## src/sv/okl_pkg.sv

```systemverilog
// ----------------------------------------------------------------------------
// okl_pkg
// Shared widths, action codes and status codes for the ordered key table.
// ----------------------------------------------------------------------------
`default_nettype none

package okl_pkg;

	localparam int KEY_W     = 32;
	localparam int ACT_W     = 2;
	localparam int ST_W      = 2;
	localparam int DEPTH_DEF = 16;

	localparam logic [ACT_W-1:0] ACT_ADD    = 2'd0;
	localparam logic [ACT_W-1:0] ACT_REMOVE = 2'd1;
	localparam logic [ACT_W-1:0] ACT_SEARCH = 2'd2;
	localparam logic [ACT_W-1:0] ACT_READ   = 2'd3;

	localparam logic [ST_W-1:0] ST_OK      = 2'd0;
	localparam logic [ST_W-1:0] ST_FULL    = 2'd1;
	localparam logic [ST_W-1:0] ST_MISSING = 2'd2;
	localparam logic [ST_W-1:0] ST_RANGE   = 2'd3;

	localparam logic [KEY_W-1:0] KEY_NONE = {KEY_W{1'b1}};

endpackage : okl_pkg

`default_nettype wire

```

## src/sv/ordered_key_list_table_unit.sv

```systemverilog
// ----------------------------------------------------------------------------
// ordered_key_list_table_unit
// Ordered table of keys held front to back in a single-port-write memory,
// worked on by one read/compare/write sequencer.
// ----------------------------------------------------------------------------
//  Group    Direction  Signals                       Contents
//  s_*      in         s_tvalid s_tready s_tdata     operand; s_tuser = action
//  m_*      out        m_tvalid m_tready m_tdata     status, found, key, count
//
//  An add moves every held key one place back, each read and then written through
//  the one memory port pair, before the new key goes in at the front. Remove and
//  search read every held key once. A read passes through S_RDWAIT; an add to a
//  full table or an out-of-range read goes straight to S_DONE.
//  m_tvalid rises and s_tready returns at the same edge, so the next transaction
//  can be accepted even while a result waits; the following result is then held
//  in the sequencer until the output is free.
//  Reset clears the count and control state only; the memory is not cleared.
// ----------------------------------------------------------------------------
`default_nettype none

module ordered_key_list_table_unit
	import okl_pkg::*;
#(
	parameter int DEPTH = DEPTH_DEF,
	localparam int AW    = (DEPTH > 1) ? $clog2(DEPTH) : 1,
	localparam int CW    = $clog2(DEPTH + 1),
	localparam int RES_W = ST_W + 1 + KEY_W + CW,
	localparam int OUT_W = ((RES_W + 7) / 8) * 8
) (
	input  wire logic             clk,
	input  wire logic             arst_n,
	input  wire logic             s_tvalid,
	output logic                  s_tready,
	input  wire logic [KEY_W-1:0] s_tdata,   // [31:0] operand
	input  wire logic [ACT_W-1:0] s_tuser,   // [1:0] action
	output logic                  m_tvalid,
	input  wire logic             m_tready,
	output logic [OUT_W-1:0]      m_tdata    // status, found, key_out, entry_count, zeros
);

	localparam logic [2:0] S_IDLE   = 3'd0;
	localparam logic [2:0] S_SCAN   = 3'd1;
	localparam logic [2:0] S_SHIFT  = 3'd2;
	localparam logic [2:0] S_RDWAIT = 3'd3;
	localparam logic [2:0] S_DONE   = 3'd4;

	logic [2:0]       st_q;
	logic [CW-1:0]    cnt_q;
	logic [CW-1:0]    idx_q;
	logic             rd_pend_q;
	logic             hit_q;
	logic             m_tvalid_q;
	logic [ACT_W-1:0] act_q;
	logic [KEY_W-1:0] key_q;
	logic [AW-1:0]    rd_idx_s1;
	logic [ST_W-1:0]  res_status_q;
	logic             res_found_q;
	logic [KEY_W-1:0] res_key_q;
	logic [OUT_W-1:0] m_tdata_q;

	logic [KEY_W-1:0] key_mem [DEPTH];
	logic [KEY_W-1:0] rdata_q;

	logic             mem_we;
	logic [AW-1:0]    mem_waddr;
	logic [KEY_W-1:0] mem_wdata;
	logic [AW-1:0]    mem_raddr;

	logic             accept;
	logic             full;
	logic [KEY_W-1:0] pos_w;
	logic [KEY_W-1:0] pos_dec;
	logic             out_of_range;
	logic [CW-1:0]    idx_dec;
	logic             issue;
	logic             finish;
	logic             out_free;

	assign s_tready     = (st_q == S_IDLE);
	assign accept       = s_tvalid && s_tready;
	assign full         = (cnt_q == CW'(DEPTH));
	assign pos_w        = (s_tdata == '0) ? KEY_W'(1) : s_tdata;
	assign pos_dec      = pos_w - KEY_W'(1);
	assign out_of_range = (pos_w > KEY_W'(cnt_q));
	assign idx_dec      = idx_q - CW'(1);
	assign out_free     = !m_tvalid_q || m_tready;

	// Remove compacts during the scan: once the key has matched, every later
	// entry is written one place towards the front as it is read.
	always_comb begin
		mem_we    = 1'b0;
		mem_waddr = rd_idx_s1;
		mem_wdata = rdata_q;
		mem_raddr = idx_q[AW-1:0];
		issue     = 1'b0;
		finish    = 1'b0;
		unique case (st_q)
			S_IDLE: begin
				mem_raddr = pos_dec[AW-1:0];
			end
			S_SCAN: begin
				issue = (idx_q < cnt_q);
				if (rd_pend_q && hit_q && (act_q == ACT_REMOVE)) begin
					mem_we    = 1'b1;
					mem_waddr = rd_idx_s1 - AW'(1);
				end
				finish = !rd_pend_q && !issue;
			end
			S_SHIFT: begin
				issue     = (idx_q != '0);
				mem_raddr = idx_dec[AW-1:0];
				if (rd_pend_q) begin
					mem_we = 1'b1;
				end else if (!issue) begin
					mem_we    = 1'b1;
					mem_waddr = '0;
					mem_wdata = key_q;
					finish    = 1'b1;
				end
			end
			S_RDWAIT, S_DONE: begin
				finish = 1'b0;
			end
			default: begin
				finish = 1'b0;
			end
		endcase
	end

	always_ff @(posedge clk) begin
		if (mem_we) begin
			key_mem[mem_waddr] <= mem_wdata;
		end
		rdata_q <= key_mem[mem_raddr];
	end

	always_ff @(posedge clk or negedge arst_n) begin
		if (!arst_n) begin
			st_q       <= S_IDLE;
			cnt_q      <= '0;
			idx_q      <= '0;
			rd_pend_q  <= 1'b0;
			hit_q      <= 1'b0;
			m_tvalid_q <= 1'b0;
		end else begin
			if ((st_q == S_DONE) && out_free) begin
				m_tvalid_q <= 1'b1;
			end else if (m_tvalid_q && m_tready) begin
				m_tvalid_q <= 1'b0;
			end
			unique case (st_q)
				S_IDLE: begin
					if (accept) begin
						hit_q     <= 1'b0;
						rd_pend_q <= 1'b0;
						unique case (s_tuser)
							ACT_ADD: begin
								if (full) begin
									st_q <= S_DONE;
								end else begin
									idx_q <= cnt_q;
									st_q  <= S_SHIFT;
								end
							end
							ACT_REMOVE, ACT_SEARCH: begin
								idx_q <= '0;
								st_q  <= S_SCAN;
							end
							ACT_READ: begin
								st_q <= out_of_range ? S_DONE : S_RDWAIT;
							end
							default: begin
								st_q <= S_IDLE;
							end
						endcase
					end
				end
				S_SCAN: begin
					rd_pend_q <= issue;
					if (issue) begin
						idx_q <= idx_q + CW'(1);
					end
					if (rd_pend_q && !hit_q && (rdata_q == key_q)) begin
						hit_q <= 1'b1;
					end
					if (finish) begin
						st_q <= S_DONE;
						if ((act_q == ACT_REMOVE) && hit_q) begin
							cnt_q <= cnt_q - CW'(1);
						end
					end
				end
				S_SHIFT: begin
					rd_pend_q <= issue;
					if (issue) begin
						idx_q <= idx_dec;
					end
					if (finish) begin
						cnt_q <= cnt_q + CW'(1);
						st_q  <= S_DONE;
					end
				end
				S_RDWAIT: begin
					st_q <= S_DONE;
				end
				S_DONE: begin
					if (out_free) begin
						st_q <= S_IDLE;
					end
				end
				default: begin
					st_q <= S_IDLE;
				end
			endcase
		end
	end

	always_ff @(posedge clk) begin
		unique case (st_q)
			S_IDLE: begin
				if (accept) begin
					act_q       <= s_tuser;
					key_q       <= s_tdata;
					res_found_q <= 1'b0;
					if ((s_tuser == ACT_ADD) && full) begin
						res_status_q <= ST_FULL;
					end else if ((s_tuser == ACT_READ) && out_of_range) begin
						res_status_q <= ST_RANGE;
					end else begin
						res_status_q <= ST_OK;
					end
					res_key_q <= ((s_tuser == ACT_READ) && out_of_range) ? KEY_NONE : '0;
				end
			end
			S_SCAN: begin
				if (issue) begin
					rd_idx_s1 <= idx_q[AW-1:0];
				end
				if (finish) begin
					res_found_q  <= hit_q;
					res_status_q <= hit_q ? ST_OK : ST_MISSING;
				end
			end
			S_SHIFT: begin
				if (issue) begin
					rd_idx_s1 <= idx_q[AW-1:0];
				end
			end
			S_RDWAIT: begin
				res_key_q <= rdata_q;
			end
			S_DONE: begin
				if (out_free) begin
					m_tdata_q <= OUT_W'({cnt_q, res_key_q, res_found_q, res_status_q});
				end
			end
			default: begin
				res_found_q <= res_found_q;
			end
		endcase
	end

	assign m_tvalid = m_tvalid_q;
	assign m_tdata  = m_tdata_q;

endmodule : ordered_key_list_table_unit

`default_nettype wire

```

## config.mk

```make
export PLATFORM = sky130hd
export DESIGN_NAME = ordered_key_list_table_unit
export DESIGN_NICKNAME = d
export VERILOG_FILES = /design/src/sv/okl_pkg.sv /design/src/sv/ordered_key_list_table_unit.sv
export SDC_FILE = /design/constraint.sdc
export NUM_CORES = 1
export LEC_CHECK = 0
export BUFFER_PORTS_ARGS = -buffer_cell sky130_fd_sc_hd__buf_2
export CORE_UTILIZATION = 43
export CTS_CLUSTER_SIZE = 12
export DETAILED_ROUTE_END_ITERATION = 8
export PLACE_DENSITY_LB_ADDON = 0.08
export SYNTH_ARGS = -nofsm -noshare
export SYNTH_HDL_FRONTEND = slang
export SYNTH_SLANG_ARGS = --single-unit
```

## constraint.sdc

```tcl
create_clock -name clk -period 3.71 [get_ports clk]
set_input_delay 0.9275 -clock clk [delete_from_list [all_inputs] [get_ports clk]]
set_output_delay 0.9275 -clock clk [all_outputs]
set_load 0.005 [all_outputs]
```

==> impl_results.md <==
- Cts-stage hold buffer count: 0
- Hold WC Path Type: primary input to asynchronous set/reset pin
- Via Count: 15700
- Core area: 60600 um2
- Worst-Margin Slew: 0.915 ns
- Clk buf depth: 3
- PortBufs: 79
- Mapped Nets: 1773
- Synth area leaders: edfxtp_1, nand2_1, mux2i_1
- WP data arrival: 3.79 ns
- Setup crit end kind: flop
- Worst skew pair latency: 0.61 ns
- Avg WL per Cell: 27.1 um
- Chip height: 250 um
- Final core occ: 51.6%
- Setup Fix Bufs, Post-CTS: 0
- Row cnt: 90
- CTS tree: yes
- Synth Area in Simple Gates: 8.68%
- Synth Register Bits: 673
- Synth area leader: edfxtp_1
- Synth Area per Inst: 15.4 um2
- Clk sinks: 673
- # DRC: 0
- DR vias/cell: 5.73
- CP max FO: 19
- Yosys warns: 0
- Clock slew at reported path FFs: 0.06 ns
- Post-Synth XOR/XNOR Area: 1.32%
- DIE WIDTH: 250 um
- CTS Buf Count: 73
- FILL cells: 5062
- Antenna cells: 0
- Final antenna-violating net count: 0
- Main combinational cell family by area after synthesis: simple AND/OR/NAND/NOR gates
- Leakage power: 11.2 nW
- R2R cell count: 8
- Resized Gates After CTS: 0
- Synth Area in Adders: 0.870%
- Root Buffer: clkbuf_16
- Post-route setup slack: 0.208 ns
- Critical Path RT: 3.99 ns
- Synth Area in Compound Gates: 6.88%
- Layout Area Growth over Synthesis: 18.1%
- Pwr Total: 26.8 mW
- Vias in the first global route: 15200
- FFs w/ async S/R, synth: 2.38%
- Router iterations before antenna repair: 5
- Post-synth EDFFs: 625
- PD cells: 859 nW/um2
- Synthesized area: 26500 um2
- Worst slack at placement: -0.246 ns
- Hold Slack: 0.250 ns
- First-pass GRT wire length: 107 mm
- Mux contribution to synthesized area: 5.31%
- Initial antenna violation count: 0
- Peak supply drop: 393 uV
- Tcrit/Tclk final: 94.4%
- Number of distinct library cells after synthesis: 64
- Final min period: 3.50 ns
- Share of cells above drive strength 1: 17.8%
- Fin. max-slew vios: 0
- Predominant post-synthesis flop cell: edfxtp_1
- Ports: 80
- Met1 Use GR: 33.6%
- Max Clk Rate: 286 MHz
- Die ar.: 62600 um2
- H-tree depth: 3
- DR iter-0 viols: 1265
- Post-Syn Instances: 1718
- Gr usage total: 23.8%
- Final #Nets: 1963
- Crit path launch type: flop
- Met2 Use GR: 37.7%
- Gr busiest metal: met2
- Pin count of the biggest net entering global routing: 56
- Clock Skew: 0.0227 ns
- Seq/Total Area, Yosys: 74.8%
- Post-Route WL: 74.4 mm
- Met3 Usage GRT: 4.39%
- Gr ovfl total: 0
- GPL Wtd Cong: 0.836
- Max-cap violations: 0
- Synth top area share: 70.9%
- Worst Setup Path Type: flop to flop
- Post-DP HPWL: 44.5 mm
- Slew headroom: 38.8%
- # setup viols final: 0
- Initial core utilization: 43.7%
- Status: finished, final reports clean
- RSZ-0062 raised after global routing: no
- Final hold vios: 0
==> per-stage QoR <==
stage | cell area (um2) | instances | setup TNS (ns)
floorplan | 26500 | 1718 | -34.88
global placement | 29100 | 2615 | -10.45
CTS | 31300 | 2742 | 0
global route | 31300 | 2742 | 0
detailed placement | 29100 | 2615 | -12.48
finish | 31300 | 2742 | 0
==> cell usage in the layout, fill, tap and decap left out, drive strengths merged, types with 4 or more instances in the layout <==
master / count
a21o: 41
a21oi: 21
a32oi: 124
and3: 5
and4: 31
buf: 209
clkbuf: 114
clkinv: 10
dfrtp: 16
dfxtp: 32
edfxtp: 625
ha: 16
inv: 16
mux2i: 127
mux4: 5
nand2: 376
nand2b: 5
nand3: 5
nand4: 9
nor2: 35
nor2b: 5
nor3: 13
nor4: 12
o21ai: 18
o22ai: 4
o31ai: 5
or2: 4
or3: 4
xnor2: 20
xor2: 20
==> path summary, 6_finish.rpt <==
check | slack [ns] | end | from
hold / removal | 0.25 | cnt_q[0] | arst_n
max in group asynchronous | 3.16 | idx_q[0] | arst_n
min in group clk | 0.42 | m_tdata[11] | res_key_q[8]
hold reg to reg | 0.42 | m_tdata[11] | res_key_q[8]
setup reg to reg | 0.21 | key_mem[14][19] | st_q[1]
setup / recovery | 0.21 | key_mem[14][19] | st_q[1]
==> area by class of cell <==
cell class                      count  area, um2  share of cell area, %
Multi-Input combinational cell    936       6320                   20.2
Clock inverter                     13        113                  0.360
Clock buffer                      114       2060                   6.59
Inverter                           15       56.3                  0.180
Timing Repair Buffer              209       1930                   6.19
Sequential cell                   673      19800                   63.4
Tap cell                          782        978                   3.13
==> Yosys cell counts, types with 3 or more instances <==
cell type,n
edfxtp_1,625
nand2_1,375
mux2i_1,127
a32oi_1,124
clkbuf_1,54
a21o_1,41
nor2_1,33
dfxtp_1,32
and4_1,31
a21oi_1,21
xnor2_1,20
xor2_1,20
buf_2,18
o21ai_0,17
dfrtp_1,16
ha_1,16
inv_1,15
buf_6,12
nor3_1,12
nand4_1,9
nor4_1,9
buf_4,7
and3_1,5
mux4_2,5
nand2b_1,5
nand3_1,5
nor2b_1,5
o31ai_1,5
or2_2,4
or3_1,4
nor4_4,3
o22ai_1,3
==> metal layers <==
metal	up-vias	part of all wire, %
met5	-	0
met4	0	2.4
met3	109	6.7
met2	532	47
met1	8085	44
li1	6972	-
==> kinds of logic after synthesis <==
family | count (synthesis)
AO/OA/AOI/OAI | 232
AND/OR/NAND/NOR | 512
multiplexers | 134
flip-flops | 673
adder cells (fa/ha/maj) | 18
XOR/XNOR | 40
buffers and inverters | 109
==> power by group <==
group	switching [mW]	internal (mW)	leakage (nW)	total, mW
logic	5.80	3.39	4.06	9.20
registers	0.652	10.3	6.13	10.9
clock network	2.82	3.88	1.05	6.70
total	9.28	17.6	11.2	26.8
==> flip-flops by register name, summed over array words and instances (netlist names) <==
register and flops:
rd_idx_s1 4, st_q 3, cnt_q 5, act_q 2, rdata_q 32, res_found_q 1, m_tdata 40, m_tvalid 1
rd_pend_q 1, res_key_q 32, key_mem 512, idx_q 5, key_q 32, hit_q 1, res_status_q 2
==> critical path, stage by stage (launching register included) <==
cell and delay (ns):
dfrtp_1 0.48, nand2b_1 0.23, or2_2 0.34, nor2_1 0.11, nand2_1 0.09, o21ai_0 0.55, nand2b_1 0.22, nor2_4 0.75
buf_4 0.40
Note: power is estimated with default switching activity, not from simulation.
